===== src/hdl/tsd_pkg.sv =====
// Shared types and constants of the TPKT stream deframer.
package tsd_pkg;

    localparam int unsigned BYTE_W    = 8;
    localparam int unsigned LEN_W     = 16;
    localparam int unsigned ERR_W     = 3;
    localparam int unsigned KIND_W    = 2;
    localparam int unsigned FRAMES_W  = 32;
    localparam int unsigned CFG_IDX_W = 2;
    localparam int unsigned CFG_W     = 16;

    localparam int unsigned QUEUE_DEPTH = 4;
    localparam int unsigned QPTR_W      = $clog2(QUEUE_DEPTH);

    localparam logic [BYTE_W-1:0] RESERVED_ZERO   = 8'h00;
    localparam logic [LEN_W-1:0]  HDR_LEN         = 16'd4;
    localparam logic [BYTE_W-1:0] VERSION_RESET   = 8'd3;
    localparam logic [LEN_W-1:0]  MAX_FRAME_RESET = 16'hFFFF;

    typedef enum logic [KIND_W-1:0] {
        KIND_PAYLOAD = 2'd0,
        KIND_EMPTY   = 2'd1,
        KIND_ERROR   = 2'd2
    } t_kind;

    typedef enum logic [ERR_W-1:0] {
        ERR_NONE      = 3'd0,
        ERR_VERSION   = 3'd1,
        ERR_RESERVED  = 3'd2,
        ERR_TOO_SHORT = 3'd3,
        ERR_TOO_LONG  = 3'd4
    } t_err;

    typedef enum logic [CFG_IDX_W-1:0] {
        CFG_EXPECTED_VERSION = 2'd0,
        CFG_MAX_FRAME_BYTES  = 2'd1
    } t_cfg_idx;

    // One classified item on its way from the front to the back.
    typedef struct packed {
        t_kind             kind;
        logic [BYTE_W-1:0] payload_byte;
        logic              frame_end;
        t_err              error_code;
        logic [LEN_W-1:0]  frame_length;
    } t_result;

endpackage


===== src/hdl/tsd_front.sv =====
// Front part: header collection, header checks and payload classification.
module tsd_front
    import tsd_pkg::*;
(
    input  logic                 i_clk,
    input  logic                 i_rst_n,
    input  logic                 i_cfg_we,
    input  logic [CFG_IDX_W-1:0] i_cfg_index,
    input  logic [CFG_W-1:0]     i_cfg_data,
    input  logic                 i_accept,
    input  logic [BYTE_W-1:0]    i_data_byte,
    output logic                 o_wr,
    output t_result              o_result
);

    typedef enum logic [4:0] {
        ST_HDR0    = 5'b00001,
        ST_HDR1    = 5'b00010,
        ST_HDR2    = 5'b00100,
        ST_HDR3    = 5'b01000,
        ST_PAYLOAD = 5'b10000
    } t_state;

    t_state              r_state, n_state;
    logic                r_stuck, n_stuck;
    logic [BYTE_W-1:0]   r_ver, n_ver;
    logic [BYTE_W-1:0]   r_rsv, n_rsv;
    logic [LEN_W-1:0]    r_len, n_len;
    logic [LEN_W-1:0]    r_rem, n_rem;
    logic [BYTE_W-1:0]   r_exp_ver;
    logic [LEN_W-1:0]    r_max;
    logic [LEN_W-1:0]    full_len;

    assign full_len = {r_len[LEN_W-1:BYTE_W], i_data_byte};

    always_comb begin
        n_state  = r_state;
        n_stuck  = r_stuck;
        n_ver    = r_ver;
        n_rsv    = r_rsv;
        n_len    = r_len;
        n_rem    = r_rem;
        o_wr     = 1'b0;
        o_result = '{kind: KIND_PAYLOAD, payload_byte: i_data_byte, frame_end: 1'b0,
                     error_code: ERR_NONE, frame_length: r_len};
        if (i_accept && !r_stuck) begin
            case (r_state)
                ST_HDR0: begin
                    n_ver   = i_data_byte;
                    n_state = ST_HDR1;
                end
                ST_HDR1: begin
                    n_rsv   = i_data_byte;
                    n_state = ST_HDR2;
                end
                ST_HDR2: begin
                    n_len   = {i_data_byte, {BYTE_W{1'b0}}};
                    n_state = ST_HDR3;
                end
                ST_HDR3: begin
                    n_len                 = full_len;
                    o_result.frame_length = full_len;
                    o_result.payload_byte = '0;
                    if (r_ver != r_exp_ver) begin
                        o_result.error_code = ERR_VERSION;
                    end else if (r_rsv != RESERVED_ZERO) begin
                        o_result.error_code = ERR_RESERVED;
                    end else if (full_len < HDR_LEN) begin
                        o_result.error_code = ERR_TOO_SHORT;
                    end else if (full_len > r_max) begin
                        o_result.error_code = ERR_TOO_LONG;
                    end
                    if (o_result.error_code != ERR_NONE) begin
                        o_result.kind = KIND_ERROR;
                        o_wr          = 1'b1;
                        n_stuck       = 1'b1;
                        n_state       = ST_HDR0;
                    end else if (full_len == HDR_LEN) begin
                        o_result.kind      = KIND_EMPTY;
                        o_result.frame_end = 1'b1;
                        o_wr               = 1'b1;
                        n_state            = ST_HDR0;
                    end else begin
                        n_rem   = full_len - HDR_LEN;
                        n_state = ST_PAYLOAD;
                    end
                end
                ST_PAYLOAD: begin
                    n_rem = r_rem - 1'b1;
                    o_wr  = 1'b1;
                    if (r_rem == LEN_W'(1)) begin
                        o_result.frame_end = 1'b1;
                        n_state            = ST_HDR0;
                    end
                end
                default: begin
                    n_state = ST_HDR0;
                end
            endcase
        end
    end

    always_ff @(posedge i_clk) begin
        if (!i_rst_n) begin
            r_state   <= ST_HDR0;
            r_stuck   <= 1'b0;
            r_ver     <= '0;
            r_rsv     <= '0;
            r_len     <= '0;
            r_rem     <= '0;
            r_exp_ver <= VERSION_RESET;
            r_max     <= MAX_FRAME_RESET;
        end else begin
            r_state <= n_state;
            r_stuck <= n_stuck;
            r_ver   <= n_ver;
            r_rsv   <= n_rsv;
            r_len   <= n_len;
            r_rem   <= n_rem;
            if (i_cfg_we && i_cfg_index == CFG_EXPECTED_VERSION) begin
                r_exp_ver <= i_cfg_data[BYTE_W-1:0];
            end
            if (i_cfg_we && i_cfg_index == CFG_MAX_FRAME_BYTES) begin
                r_max <= i_cfg_data[LEN_W-1:0];
            end
        end
    end

endmodule


===== src/hdl/tsd_queue.sv =====
// Short queue of classified items between the front and the back.
module tsd_queue
    import tsd_pkg::*;
(
    input  logic    i_clk,
    input  logic    i_rst_n,
    input  logic    i_wr,
    input  t_result i_data,
    input  logic    i_rd,
    output t_result o_data,
    output logic    o_full,
    output logic    o_empty
);

    t_result           r_mem [QUEUE_DEPTH];
    logic [QPTR_W-1:0] r_wr_ptr;
    logic [QPTR_W-1:0] r_rd_ptr;
    logic [QPTR_W:0]   r_count;

    assign o_full  = (r_count == (QPTR_W+1)'(QUEUE_DEPTH));
    assign o_empty = (r_count == '0);
    assign o_data  = r_mem[r_rd_ptr];

    always_ff @(posedge i_clk) begin
        if (i_wr) begin
            r_mem[r_wr_ptr] <= i_data;
        end
    end

    always_ff @(posedge i_clk) begin
        if (!i_rst_n) begin
            r_wr_ptr <= '0;
            r_rd_ptr <= '0;
            r_count  <= '0;
        end else begin
            if (i_wr) begin
                r_wr_ptr <= r_wr_ptr + 1'b1;
            end
            if (i_rd) begin
                r_rd_ptr <= r_rd_ptr + 1'b1;
            end
            case ({i_wr, i_rd})
                2'b10:   r_count <= r_count + 1'b1;
                2'b01:   r_count <= r_count - 1'b1;
                default: r_count <= r_count;
            endcase
        end
    end

endmodule


===== src/hdl/tsd_back.sv =====
// Back part: frame counting and the output register of the result side.
module tsd_back
    import tsd_pkg::*;
#(
    parameter int unsigned COUNT_BITS = 32
) (
    input  logic                i_clk,
    input  logic                i_rst_n,
    input  logic                i_q_empty,
    input  t_result             i_q_data,
    output logic                o_q_rd,
    input  logic                i_pop,
    output logic                o_empty,
    output t_result             o_result,
    output logic [FRAMES_W-1:0] o_frames_done
);

    logic                  r_valid;
    t_result               r_result;
    logic [FRAMES_W-1:0]   r_frames;
    logic [COUNT_BITS-1:0] r_cnt;
    logic [COUNT_BITS-1:0] n_cnt;

    // The output register refills in the same cycle that its item is taken.
    assign o_q_rd = !i_q_empty && (!r_valid || i_pop);
    assign n_cnt  = r_cnt + COUNT_BITS'(i_q_data.frame_end);

    assign o_empty       = !r_valid;
    assign o_result      = r_result;
    assign o_frames_done = r_frames;

    always_ff @(posedge i_clk) begin
        if (o_q_rd) begin
            r_result <= i_q_data;
            r_frames <= FRAMES_W'(n_cnt);
        end
    end

    always_ff @(posedge i_clk) begin
        if (!i_rst_n) begin
            r_valid <= 1'b0;
            r_cnt   <= '0;
        end else begin
            if (o_q_rd) begin
                r_valid <= 1'b1;
                r_cnt   <= n_cnt;
            end else if (i_pop) begin
                r_valid <= 1'b0;
            end
        end
    end

endmodule


===== src/hdl/tpkt_stream_deframer_top.sv =====
// Top level of the TPKT stream deframer.
// Takes one stream byte per clock while full is low and returns results in
// stream order: one per payload byte, one per empty frame, and one for the
// first header error, after which every byte is dropped until reset. An item
// is classified into a four-entry queue and then held in the output register;
// the sustained rate is one byte per clock, set by the combinational header
// and payload classifier, as long as results are popped as fast as they
// appear. Configuration writes take effect on the next clock.
module tpkt_stream_deframer_top
    import tsd_pkg::*;
#(
    parameter int unsigned COUNT_BITS = 32
) (
    input  logic                 i_clk,
    input  logic                 i_rst_n,
    input  logic                 i_cfg_we,
    input  logic [CFG_IDX_W-1:0] i_cfg_index,
    input  logic [CFG_W-1:0]     i_cfg_data,
    input  logic                 push,
    output logic                 full,
    input  logic [BYTE_W-1:0]    i_data_byte,
    output logic                 empty,
    input  logic                 pop,
    output logic [KIND_W-1:0]    o_out_kind,
    output logic [BYTE_W-1:0]    o_payload_byte,
    output logic                 o_frame_end,
    output logic [ERR_W-1:0]     o_error_code,
    output logic [LEN_W-1:0]     o_frame_length,
    output logic [FRAMES_W-1:0]  o_frames_done
);

    logic    accept;
    logic    front_wr;
    t_result front_result;
    t_result q_data;
    logic    q_empty;
    logic    q_rd;
    t_result out_result;

    assign accept = push && !full;

    tsd_front u_front (
        .i_clk       (i_clk),
        .i_rst_n     (i_rst_n),
        .i_cfg_we    (i_cfg_we),
        .i_cfg_index (i_cfg_index),
        .i_cfg_data  (i_cfg_data),
        .i_accept    (accept),
        .i_data_byte (i_data_byte),
        .o_wr        (front_wr),
        .o_result    (front_result)
    );

    tsd_queue u_queue (
        .i_clk   (i_clk),
        .i_rst_n (i_rst_n),
        .i_wr    (front_wr),
        .i_data  (front_result),
        .i_rd    (q_rd),
        .o_data  (q_data),
        .o_full  (full),
        .o_empty (q_empty)
    );

    tsd_back #(
        .COUNT_BITS (COUNT_BITS)
    ) u_back (
        .i_clk         (i_clk),
        .i_rst_n       (i_rst_n),
        .i_q_empty     (q_empty),
        .i_q_data      (q_data),
        .o_q_rd        (q_rd),
        .i_pop         (pop),
        .o_empty       (empty),
        .o_result      (out_result),
        .o_frames_done (o_frames_done)
    );

    assign o_out_kind     = out_result.kind;
    assign o_payload_byte = out_result.payload_byte;
    assign o_frame_end    = out_result.frame_end;
    assign o_error_code   = out_result.error_code;
    assign o_frame_length = out_result.frame_length;

endmodule


===== config.mk =====
export PLATFORM = sky130hd
export DESIGN_NAME = tpkt_stream_deframer_top
export DESIGN_NICKNAME = d
export VERILOG_FILES = /design/src/hdl/tsd_pkg.sv /design/src/hdl/tsd_front.sv /design/src/hdl/tsd_queue.sv /design/src/hdl/tsd_back.sv /design/src/hdl/tpkt_stream_deframer_top.sv
export SDC_FILE = /design/constraint.sdc
export NUM_CORES = 1
export LEC_CHECK = 0
export BUFFER_PORTS_ARGS = -buffer_cell sky130_fd_sc_hd__clkbuf_2
export CAP_MARGIN = 30
export CELL_PAD_IN_SITES_DETAIL_PLACEMENT = 1
export CELL_PAD_IN_SITES_GLOBAL_PLACEMENT = 2
export CORE_ASPECT_RATIO = 1.1
export CORE_MARGIN = 1
export CORE_UTILIZATION = 41
export DETAILED_ROUTE_END_ITERATION = 10
export PLACE_DENSITY_LB_ADDON = 0.1
export REMOVE_ABC_BUFFERS = 1
export SYNTH_ARGS = -nofsm -noshare
export SYNTH_HDL_FRONTEND = slang
export SYNTH_HIERARCHICAL = 1
export SYNTH_SLANG_ARGS = --single-unit

===== constraint.sdc =====
create_clock -name i_clk -period 4.3 [get_ports i_clk]
set_input_delay 0.215 -clock i_clk [delete_from_list [all_inputs] [get_ports i_clk]]
set_output_delay 0.215 -clock i_clk [all_outputs]
set_load 0.005 [all_outputs]

# After elaboration in Yosys (flattened, before gate mapping)
# Memory sizes are Yosys's and may differ from the RTL's. A register that Yosys moved wholly into a read port is not among the register bits.
# Index checks and enable logic that the tools add are counted.
[word_totals]
memories = 1
romBits = 0
ramBits = 120
register_bits = 180
elab_cells = 104
inputBits = 31
latchBits = 0
[memory_table]
columns = ["name", "words", "width", "rd", "rd_clocked_by_memory_dff", "write_ports", "line", "text"]
rows = [
  ["u_queue.r_mem", 4, 30, 1, 1, 1, "tsd_queue.sv:15", "t_result r_mem [QUEUE_DEPTH];"],
]
[op_classes]
order_cmp = 2
bitwise_logic = 1
n_mul = 0
div = 0
eq_ne = 15
n_reduce_logical = 25
add_sub_neg = 7
n_mux = 33
n_shift = 0
[ops]
columns = ["op", "n"]
rows = [
  ["16-bit case mux with 2 select lines", 2],
  ["32-bit by 1-bit adder with 32-bit output", 1],
  ["16-bit 2-to-1 mux", 2],
  ["30-bit 2-to-1 mux", 1],
  ["5-bit case mux with 5 select lines", 1],
  ["19-bit 2-to-1 mux", 1],
  ["3-bit 2-to-1 mux", 6],
  ["16-bit by 1-bit equality test with 1-bit output, second input constant", 1],
  ["16-bit by 3-bit equality test with 1-bit output, second input constant", 1],
  ["16-bit greater-than comparator", 1],
  ["16-bit by 3-bit < comparator with 1-bit output, second input constant", 1],
  ["16-bit by 1-bit subtractor with 16-bit output, second input constant", 1],
  ["16-bit by 3-bit subtractor with 16-bit output, second input constant", 1],
  ["5-bit 2-to-1 mux", 3],
  ["1-bit 2-to-1 mux", 10],
  ["10-bit 2-to-1 mux", 1],
  ["8-bit != test", 1],
  ["2-bit AND reduction", 4],
  ["2-bit nonzero test", 4],
  ["8-bit nonzero test", 1],
  ["2-bit 2-to-1 mux", 3],
  ["3-bit case mux with 2 select lines", 1],
  ["3-bit AND reduction", 2],
  ["5-bit by 1-bit equality test with 1-bit output, second input constant", 1],
  ["21 further kinds", 32],
]

# Logic depth before layout (Yosys ltp)
[depth]
ltp_word = 13
mapped_depth = 16
ltp_nobuf = 16

# Hierarchy
# Netlist, hierarchy kept.
[modules_own_cells]
columns = ["module", "area_each_um2", "cells_per_inst", "instances", "seq_area_each_um2"]
rows = [
  ["tsd_queue", 4778.3, 202, 1, 3783.6],
  ["tsd_front", 4460.5, 566, 1, 1561.5],
  ["tsd_back", 4071.4, 344, 1, 2522.4],
  ["tpkt_stream_deframer_top", 13.8, 1, 1, 0.0],
]

# Worst setup path before layout
# No wires, ideal clock.
[synth_timing]
kind = "reg2reg"
startpoint = "register u_queue.r_count[0]"
endpoint = "register u_queue.r_count[2]"
arrival_ns = 3.704
setup_time_ns = 0.076
slack_ns = 0.520
n_path_buf = 2
period_less_slack_ns = 3.780
stages_incl_launch_ff = 13
path_cell_list = "dfxtp_1 nor3_1 clkbuf_1 inv_1 nand2_1 clkbuf_1 inv_1 ha_1 inv_1 fa_1 xor2_1 or3_1 a21boi_0"
[synth_via]
elab_cells_between_ends = 14
[synth_rtl]
columns = ["item", "line", "text"]
rows = [
  ["start, declared", "tsd_queue.sv:18", "logic [QPTR_W:0] r_count;"],
  ["start signal, assigned", "tsd_queue.sv:43", "2'b10: r_count <= r_count + 1'b1;"],
  ["start signal, assigned", "tsd_queue.sv:44", "2'b01: r_count <= r_count - 1'b1;"],
  ["start signal, assigned", "tsd_queue.sv:45", "default: r_count <= r_count;"],
  ["3-bit zero test (*)", "tsd_queue.sv:21", "assign o_empty = (r_count == '0);"],
  ["via q_empty", "tpkt_stream_deframer_top.sv:36", "logic q_empty;"],
  ["1-bit zero test (*)", "tsd_back.sv:25", "assign o_q_rd = !i_q_empty && (!r_valid || i_pop);"],
  ["1-bit logical AND (*)", "tsd_back.sv:25", ""],
  ["via q_rd", "tpkt_stream_deframer_top.sv:37", "logic q_rd;"],
  ["2-bit by 1-bit equality test with 1-bit output / 2-bit equality test (equally long branches)", "tsd_queue.sv:42", "case ({i_wr, i_rd})"],
  ["3-bit case mux with 2 select lines / 2-bit nonzero test (equally long branches)", "--", ""],
]
# Mark *: on every way through the listed nets, which the timed path passes. The rest lies on a longest branch.
# A chain may end at the register's enable or synchronous reset.

# Final worst setup path
[layout_timing]
startpoint = "register u_front.r_len[9]"
endpoint = "register u_queue.r_count[2]"
[layout_via]
elab_chain_len = 13
elab_cells_between_ends = 18
[layout_lines]
columns = ["item", "line", "text"]
rows = [
  ["start, declared", "tsd_front.sv:28", "logic [LEN_W-1:0] r_len, n_len;"],
  ["start signal, assigned", "tsd_front.sv:118", "r_len <= n_len;"],
  ["16-bit greater-than comparator", "tsd_front.sv:70", "end else if (full_len > r_max) begin"],
  ["3-bit 2-to-1 mux", "tsd_front.sv:70", ""],
  ["3-bit 2-to-1 mux", "tsd_front.sv:68", "end else if (full_len < HDR_LEN) begin"],
  ["3-bit 2-to-1 mux", "tsd_front.sv:66", "end else if (r_rsv != RESERVED_ZERO) begin"],
  ["3-bit 2-to-1 mux", "tsd_front.sv:64", "if (r_ver != r_exp_ver) begin"],
  ["3-bit 2-to-1 mux", "tsd_front.sv:47", "case (r_state)"],
  ["3-bit 2-to-1 mux", "tsd_front.sv:46", "if (i_accept && !r_stuck) begin"],
  ["3-bit nonzero test", "tsd_front.sv:73", "if (o_result.error_code != ERR_NONE) begin"],
  ["1-bit 2-to-1 mux (*)", "tsd_front.sv:73", ""],
  ["1-bit case mux with 2 select lines (*)", "tsd_front.sv:47", ""],
  ["1-bit 2-to-1 mux (*)", "tsd_front.sv:46", ""],
  ["via front_wr", "tpkt_stream_deframer_top.sv:33", "logic front_wr;"],
  ["2-bit by 1-bit equality test with 1-bit output / 2-bit equality test (equally long branches)", "tsd_queue.sv:42", ""],
  ["3-bit case mux with 2 select lines / 2-bit nonzero test (equally long branches)", "--", ""],
]
# Mark *: on every way through the listed nets, which the timed path passes. The rest lies on a longest branch. The select of a mux whose other input is x is not followed.

==> flow_metrics.tcl <==
set metrics [dict create \
    synth_ff_type "sky130_fd_sc_hd__edfxtp_1" \
    tritoncts "yes" \
    timing.fmax_mhz 262 \
    hold_path.class "input pin to register" \
    cp.required_ps 4740 \
    peakVddDrop_mv 0.483 \
    reg_clk_slew_reported_paths_ps 60 \
    report.power.total_uw 7850 \
    design.die.area_um2 33200 \
    fin_crit_sh_pct 88.9 \
    post_dr_wirelength_cell_um 20.3 \
    leakage_uw 0.00575 \
    synth_sequential_area_ratio_pct 59.0 \
    vias_per_cell 5.35 \
    status "complete, no violations" \
    postCtsHoldBufs 15 \
    post_cts_buffers 0 \
    slew-limit-headroom_pct 41.4 \
    critical_path_peak_fanout 10 \
    n_antenna_cell 0 \
    clkSinkCount 302 \
    postCtsResizedCells 0 \
    io_buffers 94 \
    setup_viol 0 \
    synth.most_common_cell "sky130_fd_sc_hd__edfxtp_1" \
    fin_nets 1270 \
    max_stage_delay_on_crit_path_ps 570 \
    post_dp_cell_area_um2 14200 \
    syn_avg_cell_area_um2 12.0 \
    critical_path.cell_chain "ha_1, nand4_1, nor4_1, a31oi_1, nor2_1, a21oi_1, o21a_1, inv_1, ha_1, inv_1, fa_1, xor2_1, or3_1, a21boi_0" \
    main_area_contributors_after_synthesis "sky130_fd_sc_hd__edfxtp_1 41%, sky130_fd_sc_hd__dfxtp_1 18%, sky130_fd_sc_hd__mux4_2 5.1%" \
    flip_flop_and_latch_count_after_synthesis 302 \
    worst_ep_arrival_time_ps 4260 \
    final_area_um2 15400 \
    cts_inserted_buffers 34 \
    synth_top_area_share_pct 41.0 \
    antenna_found_initial 1 \
    grt_setup_unrepaired "no" \
    totalWireLength_um 33600 \
    synth-async-reset-ratio_pct 0 \
    synthCells 1113 \
    worst_pin_slew_ps 879 \
    fin_setup_tns_ps 0 \
    die_height_um 191 \
    synth_common_cells "182 x sky130_fd_sc_hd__edfxtp_1, 120 x sky130_fd_sc_hd__dfxtp_1, 117 x sky130_fd_sc_hd__nand2_1" \
    track_usage_pct 20.5 \
    final.hold.worst_slack_ps 12.4 \
    drive_gt1_share_pct 17.9 \
    gr-total-overflow 0 \
    detail_route.first_pass.iterations 4 \
    hold_viol_final 0 \
    hpwl_um 23300 \
    clockBufferDepth 3 \
    synth_cell_type_count 67 \
    final.min_clock_period_ps 3820 \
    grt_pass1_vias 9211 \
    place.detailed.instances 1579 \
    drt_iter0_drc 405 \
    total_core_area_um2 31700 \
    place.gp.congestion 0.825 \
    drcViolationCount 0 \
    start_kind "register" \
    worstSetupEndpointType "register" \
    power.density_cell_area_nw_per_um2 510 \
    vias_post_dr 8865 \
    critPathKind "register to register" \
    grt_max_degree 67 \
    yosys.area.top_type "sky130_fd_sc_hd__edfxtp_1" \
    crit_slowest_cell "sky130_fd_sc_hd__dfxtp_1" \
    antenna_left 0 \
    timing.final.max_slew_violations 0 \
    clk_latency_ps 520 \
    flow.area_growth_from_synthesis_pct 15.6 \
    die_width_um 174 \
    yosys_warnings 6 \
    initial_core_util_pct 42.1 \
    cts_max_level 2 \
    root_buffer "sky130_fd_sc_hd__clkbuf_16" \
    first_pass_grt_wire_length_um 52300 \
    pin_count 95 \
    max_cap_violations 0 \
    placementRows 68 \
    layout.cells.non_filler 1656 \
    worst_skew_ps 21.9 \
    syn-cell-area_um2 13300 \
    synth_edf_count 182 \
]
-- final timing paths --
kind / startpoint / endpoint / slack (ps) / cells past startpoint
max: u_front/r_len[9] / u_queue/r_count[2] / 480 / 14
min reg2reg: u_front/r_rem[10] / u_front/r_rem[10] / 450 / 2
max reg2reg: u_front/r_len[9] / u_queue/r_count[2] / 480 / 14
min: i_cfg_data[14] / u_front/r_max[14] / 10 / 3
-- layout by cell type (no fill, tap or decap), types with 12 or more instances in the layout --
cell type / count
sky130_fd_sc_hd__a21oi_1: 71
sky130_fd_sc_hd__and2_1: 19
sky130_fd_sc_hd__buf_4: 14
sky130_fd_sc_hd__clkbuf_16: 34
sky130_fd_sc_hd__clkbuf_2: 94
sky130_fd_sc_hd__dfxtp_1: 119
sky130_fd_sc_hd__dlygate4sd3_1: 15
sky130_fd_sc_hd__edfxtp_1: 182
sky130_fd_sc_hd__ha_1: 28
sky130_fd_sc_hd__inv_1: 35
sky130_fd_sc_hd__mux2i_1: 27
sky130_fd_sc_hd__mux4_2: 30
sky130_fd_sc_hd__nand2_1: 117
sky130_fd_sc_hd__nand2b_1: 12
sky130_fd_sc_hd__nand3_1: 38
sky130_fd_sc_hd__nand4_1: 23
sky130_fd_sc_hd__nor2_1: 73
sky130_fd_sc_hd__nor3_1: 26
sky130_fd_sc_hd__nor4_1: 14
sky130_fd_sc_hd__o211ai_1: 20
sky130_fd_sc_hd__o21ai_0: 27
sky130_fd_sc_hd__xnor2_1: 27
sky130_fd_sc_hd__xor2_1: 34
-- worst max-delay path: cells and delay by family (launching register included) --
family          cells  cell delay, ps
fa+ha+maj           3             810
compound gates      4             730
flops               1             570
buf+inv             2             150
simple gates        4            1280
xor+xnor            1             170
-- flip-flops by register name, summed over array words and instances, names as in the netlist, 16 cells and up, named ones only --
register and count:
u_front/r_max 16, u_queue/r_mem 120, u_back/o_result 30, u_back/o_frames_done 32, u_front/r_rem 16, u_front/r_len 16, u_back/r_cnt 32
-- metrics by stage --
stage | setup slack, ps | utilization (%)
6_report | 477 | 48.7
5_1_grt | 200 | 48.7
4_1_cts | 473 | 48.7
3_5_place_dp | 486 | 44.8
3_3_place_gp | 666 | 44.7
2_1_floorplan | 525 | -
-- power breakdown --
part | leakage, uW | switching, uW | total [uW] | internal, uW
clock | 0.000527 | 1180 | 2790 | 1610
sequential | 0.00273 | 137 | 3710 | 3570
combinational | 0.00249 | 851 | 1360 | 505
total | 0.00575 | 2170 | 7850 | 5690
-- cell families after synthesis --
kind of cell / count (synthesis) / share of synthesized area, %
and+or+nand+nor: 400 / 15.9
DFF: 302 / 59.0
AOI/OAI and AO/OA: 161 / 7.42
buffers and inverters: 103 / 3.77
xor gates and xnor gates: 61 / 4.01
muxes: 57 / 7.10
adders and majority gates: 29 / 2.78
-- per-layer routing --
layer	vias to the layer above	share of wire, %	track usage, %
met2	154	51	37.1
met1	4379	42	24.4
met3	60	3.4	3.16
li1	4270	-	-
met4	2	3.3	8.16
met5	-	0.039	0
-- final cells by class --
class                   instances  area (um^2)
inverters                      36          135
flip-flops and latches        302         7870
clock buffers                  44          928
fillers                      3341        16300
multi-input cells             708         4950
repair buffers                128          833
well taps                     420          526
clock inverters                18          154
No activity file was read; power rests on OpenSTA's default activity.
